--- config.mk ---
export PLATFORM = sky130hd
export DESIGN_NAME = wcs_ram
export DESIGN_NICKNAME = d
export VERILOG_FILES = /design/src/sv/wcs_ram.sv
export SDC_FILE = /design/constraint.sdc
export NUM_CORES = 1
export LEC_CHECK = 0
export ABC_AREA = 1
export BUFFER_PORTS_ARGS = -buffer_cell sky130_fd_sc_hd__buf_2
export CORE_MARGIN = 10
export CORE_UTILIZATION = 55
export DETAILED_ROUTE_END_ITERATION = 12
export HOLD_SLACK_MARGIN = 0.03
export PLACE_DENSITY = 0.82
export SLEW_MARGIN = 20
export SYNTH_ARGS = -nofsm -noshare
export SYNTH_HDL_FRONTEND = slang
export SYNTH_SLANG_ARGS = --single-unit
--- constraint.sdc ---
create_clock -name clk -period 1.5 [get_ports clk]
set_input_delay 0.075 -clock clk [delete_from_list [all_inputs] [get_ports clk]]
set_output_delay 0.075 -clock clk [all_outputs]
set_load 0.05 [all_outputs]
--- src/sv/wcs_ram.sv ---
// Generic single-port RAM with a registered read port.
`timescale 1ns / 1ps

module wcs_ram #(
  parameter int WIDTH = 8,
  parameter int DEPTH = 16
) (
  input  logic                     clk,
  input  logic                     we,
  input  logic [$clog2(DEPTH)-1:0] addr,
  input  logic [WIDTH-1:0]         wdata,
  output logic [WIDTH-1:0]         rdata
);

  logic [WIDTH-1:0] mem [DEPTH];

  // One write or one read per cycle; read data is registered and appears in the next cycle.
  always_ff @(posedge clk) begin
    if (we) begin
      mem[addr] <= wdata;
    end
    rdata <= mem[addr];
  end

endmodule

==> results summary, run 1 <==
The die is 121 um tall. The final number of hold-violating endpoints came out at 0. The number of nets still failing antenna checks after routing came out at 0. Among all stages on the critical path, the largest delay is contributed by dfxtp_1. The post-cts gate resize count came out at 0.

The time the worst path needs with I/O delays and setup is 1150 ps. The largest stage delay on the critical path is 300 ps. The net count of the finished layout is 615.

The total of buffers placed on input and output ports is 21. The latest clock arrival within the worst-skew pair is 520 ps. The capturing element type of the critical path is an output port. Walking the worst path, the cells encountered are buf_2. The worst setup path is launched from a register. After synthesis the netlist holds a flip-flop and latch count of 136. The worst supply voltage drop on vdd came out at 0.966 mV. The share of cells above drive strength 1 came out at 0.124.

The measured slew at the worst slew-check pin came out at 398 ps. The highest attainable clock frequency is 868 MHz. Among cell families on the critical path, the largest total delay comes from flip-flops. The number of antenna violations at the first check in global routing came out at 0. The routed via count divided by cell count came out at 5.37. The sequential cell area fraction in the yosys report is 0.716. The number of nets produced by synthesis came out at 562. After technology mapping, the gate count stands at 548. The largest net degree at the start of global routing came out at 67. The area share of the leading cell type in the synthesized netlist is 0.687.

For this design the static power due to leakage is 2.87 nW. The number of distinct library cell variants in the gate-level netlist after synthesis is 11. The area inside the core boundary came out at 0.00982 mm^2.

The final critical-path share of the clock period is 0.768. The number of setup buffers added after CTS is 0. The max-slew violation count was 0. The TritonCTS clock tree is yes. The filler cell count is 699. The detailed placement HPWL is 7680 um. The sum of buffers and inverters on the critical path is 1. The violation count after the first detailed-route iteration is 444. The total detailed-routing wirelength is 12600 um. Row generation in the floorplan step produced 36 rows. 0 antenna diodes ended up in the layout. The routed wirelength normalized by instance count came out at 16.8 um. Setup repair after global routing left no endpoint under its margin. The clock tree skew after final layout is 9.19 ps. The overall die area came out at 0.0146 mm^2. The run finished with clean final reports. After synthesis the cells add up to 0.00559 mm^2. The total of max-cap violations is 0. The overall via count from detail_route came out at 4008.

The DRC violation count after routing is 0. The level count of the clock H-tree came out at 4. The setup total negative slack came out at 0 ps. After the flow finishes, the layout carries non-filler instances totaling 747. The number of placed instances, taps included, is 707. The number of global-route vias before repair came out at 3919. The maximum clock insertion buffer count came out at 2. The global placer's final weighted congestion is 0.881. The overall power is 8.57 mW.

In the post-route analysis, the smallest setup slack over all paths is 348 ps. The TritonCTS buffer count is 17. The largest driver fanout on the critical path came out at 1. The power density over the cells is 1300 mW/mm^2.

The tightest min-delay check is of the primary input to register type. The first-pass GRT wire length came out at 20000 um. The setup-violating endpoint count in the final report came out at 0. The tree is rooted in a clkbuf_8. The warning count from the yosys run came out at 0. The aggregate global-route resource usage is 0.179. The final design instance area without fill is 0.00658 mm^2. The placement-stage worst setup slack came out at 89.5 ps. The clock net sink count is 136. After clock tree synthesis, the clock-pin slew on the worst setup and hold paths is 60 ps. The total congestion overflow after global routing came out at 0.

The I/O pin count came out at 22. For this configuration, the core starts out at a cell density of 0.570. The data arrival time of the worst path is 1080 ps. The worst setup path is of the register to output port kind. Measured along the x axis, the die boundary spans 121 um.

The layout overhead on the synthesized area came out at 17.6%. The standard cell area after detailed placement came out at 0.00597 mm^2. The first-pass iteration count of the detailed router is 6. Data on the critical path is required at its endpoint by 1420 ps. The post-synthesis area per instance came out at 10.2 um^2. edfxtp_1 takes more of the synthesized area than any other cell. The worst slew margin relative to its limit is 0.735. Ranked by total cell area, the synthesized netlist is headed by edfxtp_1 69%, nand2_1 23%, dfxtp_1 2.9%, inv_1 1.4%, nor2_1 1.2%.
[stage by stage]
stage / utilization / hold WS [ps]
finish: 0.670 / 140
global route: 0.670 / 175
CTS: 0.670 / 130
detailed placement: 0.608 / 517
global placement: 0.608 / 506
floorplan: - / 174
[where the power goes]
| group | total, mW | internal [mW] | switching [mW] | leakage (nW) |
|---|---|---|---|---|
| Sequential | 4.27 | 4.25 | 0.0229 | 1.22 |
| Clock | 3.67 | 2.17 | 1.50 | 0.261 |
| Combinational | 0.633 | 0.170 | 0.463 | 1.38 |
[final cells by class]
type	count	area (um^2)	share of cell area
well taps	133	166	0.0253
repair buffers	55	405	0.0617
flip-flops and latches	136	4000	0.609
inverters	23	86.3	0.0131
multi-input cells	368	1390	0.211
clock buffers	18	418	0.0636
clock inverters	14	109	0.0166
[worst paths after layout]
check / slack [ps] / endpoint / cells past startpoint / start
setup reg to reg: 450 / rdata[5]$_DFF_P_ / 8 / mem[4][5]$_DFFE_PP_
setup / recovery: 350 / rdata[1] / 1 / rdata[1]$_DFF_P_
hold / removal: 140 / rdata[0]$_DFF_P_ / 7 / addr[2]
hold reg to reg: 720 / rdata[6]$_DFF_P_ / 8 / mem[1][6]$_DFFE_PP_
[synth_stat cells]
master / number
buf_2: 12
dfxtp_1: 8
inv_2: 1
nand2_1: 346
nor2_1: 18
nand3_1: 4
buf_4: 6
clkbuf_1: 3
edfxtp_1: 128
inv_1: 21
clkinv_1: 1
[routing by layer]
metal	part of all wire	global-route usage	wire, um	vias to the layer above
met3	0.085	0.0433	1070	33
met2	0.51	0.302	6460	233
met1	0.37	0.211	4690	1884
met4	0.027	0.0822	340	0
li1	-	-	-	1858
met5	0	0	0	-
[cells by family (layout without fill, tap and decap cells)]
kind of cell / count (synthesis) / after routing / share of synthesized area
buffers and inverters: 44 / 110 / 0.0362
and+or+nand+nor: 368 / 368 / 0.248
DFF: 136 / 136 / 0.716
[what timing repair did]
| action | 4_1_cts | 5_1_grt |
|---|---|---|
| endpoints found under the setup margin | 0 | 0 |
| hold buffers | 8 | 0 |
| hold endpoints to repair | 128 | 0 |
[flip-flops by register name, summed over array words and instances (netlist names)]
name	cells
mem	128
rdata	8
[placed cells by master (no fill, tap or decap), drive strengths merged]
cell	count
nand2	346
edfxtp	128
buf	47
inv	23
nor2	18
clkbuf	18
clkinv	12
dlygate4sd3	8
dfxtp	8
nand3	4
bufinv	1
clkinvlp	1
Power figures use the tool's default switching activity.
==> run 2: changes to the inputs <==
Settings changed: CORE_UTILIZATION 55 to 61, PLACE_DENSITY 0.82 to 0.86.
Clock period 1.5 ns to 1.2 ns, I/O delays scaled along.
==> results summary, run 2 (same netlist as run 1, synthesis figures left out) <==
The area growth from synthesis to layout is 18.7%. The detailed placement HPWL came out at 7570 um. In the final timing run, aggregate negative setup slack is 0 ps. The cell depth of the worst setup path is 1. The setup path with the least slack is of type register to output port. The leakage component of the power is 2.82 nW. The routed wirelength normalized by instance count came out at 18.9 um.

The DRC violation count after routing came out at 0. Post-CTS timing repair inserted 0 buffers for setup. The clock tree skew after final layout is 5.94 ps. The slowest cell on the critical path is dfxtp_1. More flip-flops sit in one register than any other, and that register is mem. The floorplan step defined a core boundary enclosing 0.00881 mm^2. The number of cells traversed by the worst register-to-register path came out at 8. The overall power is 11.0 mW. The library cell used most frequently in the layout, excluding fill and tap cells, is nand2_1. The final design instance area without fill is 0.00664 mm^2. The total of max-cap violations is 0. The top cell types in the final layout, fill and taps aside, are 346 x nand2_1, 128 x edfxtp_1, 21 x inv_1, 21 x buf_2. The routed via count divided by cell count is 5.73.

The number of standard-cell rows in the floorplan came out at 34. For this run, the total global-route usage over all layers was measured as 0.215. The kind of cell adding the most delay to the critical path is flip-flops. Counting tap cells, the placed design contains a total of 674 instances. The routed design has 13500 um of wire.

The time the worst path needs with I/O delays and setup is 1170 ps. The highest attainable clock frequency is 856 MHz. The violation count after the first detailed-route iteration is 572. met2 is the most crowded layer. The worst setup path is captured at an output port. The TritonCTS buffer count is 17. Detailed routing inserted a total of 4093 vias. The global placer's final weighted congestion came out at 0.879. In the global route stage, met2 resource usage came out at 0.369.

The number of inserted diodes is 0. The root buffer cell chosen for the clock tree is clkbuf_8. The maximum clock insertion buffer count is 2.

The standard cell area after detailed placement is 0.00602 mm^2. The startpoint identified for the worst register-to-register timing path is mem[15][1]$_DFFE_PP_. The H-tree generated during clock tree synthesis spans 4 levels. The critical path startpoint is rdata[7]$_DFF_P_. Setup repair after global routing left no endpoint under its margin. TritonCTS built the clock tree. The final critical-path share of the clock period is 0.974. The launching element type of the critical path is a register. The horizontal die dimension is 116 um. The number of nets still failing antenna checks after routing is 0. The setup slack of the critical path after layout is 31.2 ps. The sum of buffers and inverters on the critical path came out at 1. The post-cts gate resize count is 0. The global-route track usage on met3 is 0.0532. The routing usage on met1 came out at 0.253.

For flop-to-flop paths, the worst setup slack is 70 ps. Global routing finished with a remaining overflow of 0. The number of antenna violations at the first check in global routing came out at 0.

The largest stage delay on the critical path came out at 320 ps. The worst supply voltage drop on vdd came out at 1.20 mV. Clock tree synthesis found a total of 136 sinks.

The largest net degree at the start of global routing is 37. The number of flip-flops in the largest register is 128. In this run the vertical extent of the chip is 116 um. The clock transition at the registers of the reported paths came out at 60 ps.

The class of the most critical hold timing path is primary input to register. The placement-stage worst setup slack came out at -137 ps. The measured slew at the worst slew-check pin came out at 412 ps. In this run the worst setup path terminates at rdata[7].

Of the cells placed in the final design, the portion with a size suffix greater than 1 is 0.145. The number of global-route vias before repair is 3988. At the later pin of the worst-skew pair, clock insertion delay measures 530 ps. The startpoint of the lowest-slack hold path is we.

The required arrival time at the worst endpoint came out at 1140 ps. The worst slew margin relative to its limit came out at 0.724. At the end of the flow, the number of nets in the layout was 607. The first-pass iteration count of the detailed router is 5. The worst register-to-register path ends at rdata[1]$_DFF_P_.

The starting utilization of the core area is 0.635. The overall die area came out at 0.0134 mm^2. In the final layout, the registers with the most flip-flops are mem (128), rdata (8).

The first-pass GRT wire length is 21500 um. The max-slew violation count is 0. Port buffering added 21 buffers. The I/O pin count is 22.

For this design the ratio of total power to cell area is 1650 mW/mm^2. The final instance count without filler cells is 714. The largest driver fanout on the critical path came out at 1.

The final number of hold-violating endpoints came out at 0. The run finished with clean final reports. The data arrival time of the worst path came out at 1110 ps. Traced cell by cell, the critical path runs through buf_2. Setup violations remaining at the end of the flow were counted as 0.
run 2: changes by cell type in the layout (fill, tap and decap cells not counted), moves of 2 or more:
| cell | change |
|---|---|
| clkinv_4 | -3 |
| nand3_1 | -4 |
| nor2_1 | -17 |
| clkbuf_1 | +3 |
| nor2_4 | +15 |
| nand3_2 | +3 |
| clkinv_1 | -2 |
| nor2_2 | +2 |
| buf_4 | -8 |
run 2: cell type report:
cell class | instances | area [um^2]
timing repair buffer | 47 | 345
multi-input combinational | 368 | 1530
fill | 495 | 2170
tap | 108 | 135
clock inverter | 11 | 109
clock buffer | 21 | 429
sequential | 136 | 4000
inverter | 23 | 86.3
run 2: stage by stage:
stage	hold WS [ps]	utilization
2_1_floorplan	159	-
3_3_place_gp	493	0.684
3_5_place_dp	486	0.684
4_1_cts	117	0.754
5_1_grt	133	0.754
6_report	131	0.754
run 2: how the worst min path moves through the flow:
stage / to / slack (ps) / depth (start not counted)
floorplan: mem[0][0]$_DFFE_PP_ / 160 / 0
finish: mem[4][7]$_DFFE_PP_ / 130 / 3
global placement: mem[12][0]$_DFFE_PP_ / 490 / 1
CTS: mem[4][6]$_DFFE_PP_ / 120 / 3
detailed placement: mem[6][7]$_DFFE_PP_ / 490 / 1
global route: mem[4][6]$_DFFE_PP_ / 130 / 3
run 2: report_power, final:
group          internal, mW  switching [mW]  total, mW  leakage [nW]
clock network          2.92            1.84       4.76         0.263
registers              5.31          0.0319       5.34          1.22
logic                 0.225           0.637      0.862          1.34
total                  8.46            2.51       11.0          2.82
run 2: metal layers:
| metal | vias to the layer above | routed length [um] |
|---|---|---|
| met3 | 72 | 1310 |
| met2 | 279 | 6740 |
| li1 | 1846 | - |
| met4 | 0 | 547 |
| met1 | 1896 | 4940 |
| met5 | - | 0 |
run 2: worst min-delay path: cells and delay by family:
family / cells / cell delay [ps]
and+or+nand+nor: 2 / 260
buffers and inverters: 1 / 160
run 2: what timing repair did:
item / 4_1_cts / 5_1_grt
endpoints found under the hold margin: 128 / 0
endpoints found under the setup margin: 0 / 0
hold buffers: 8 / 0
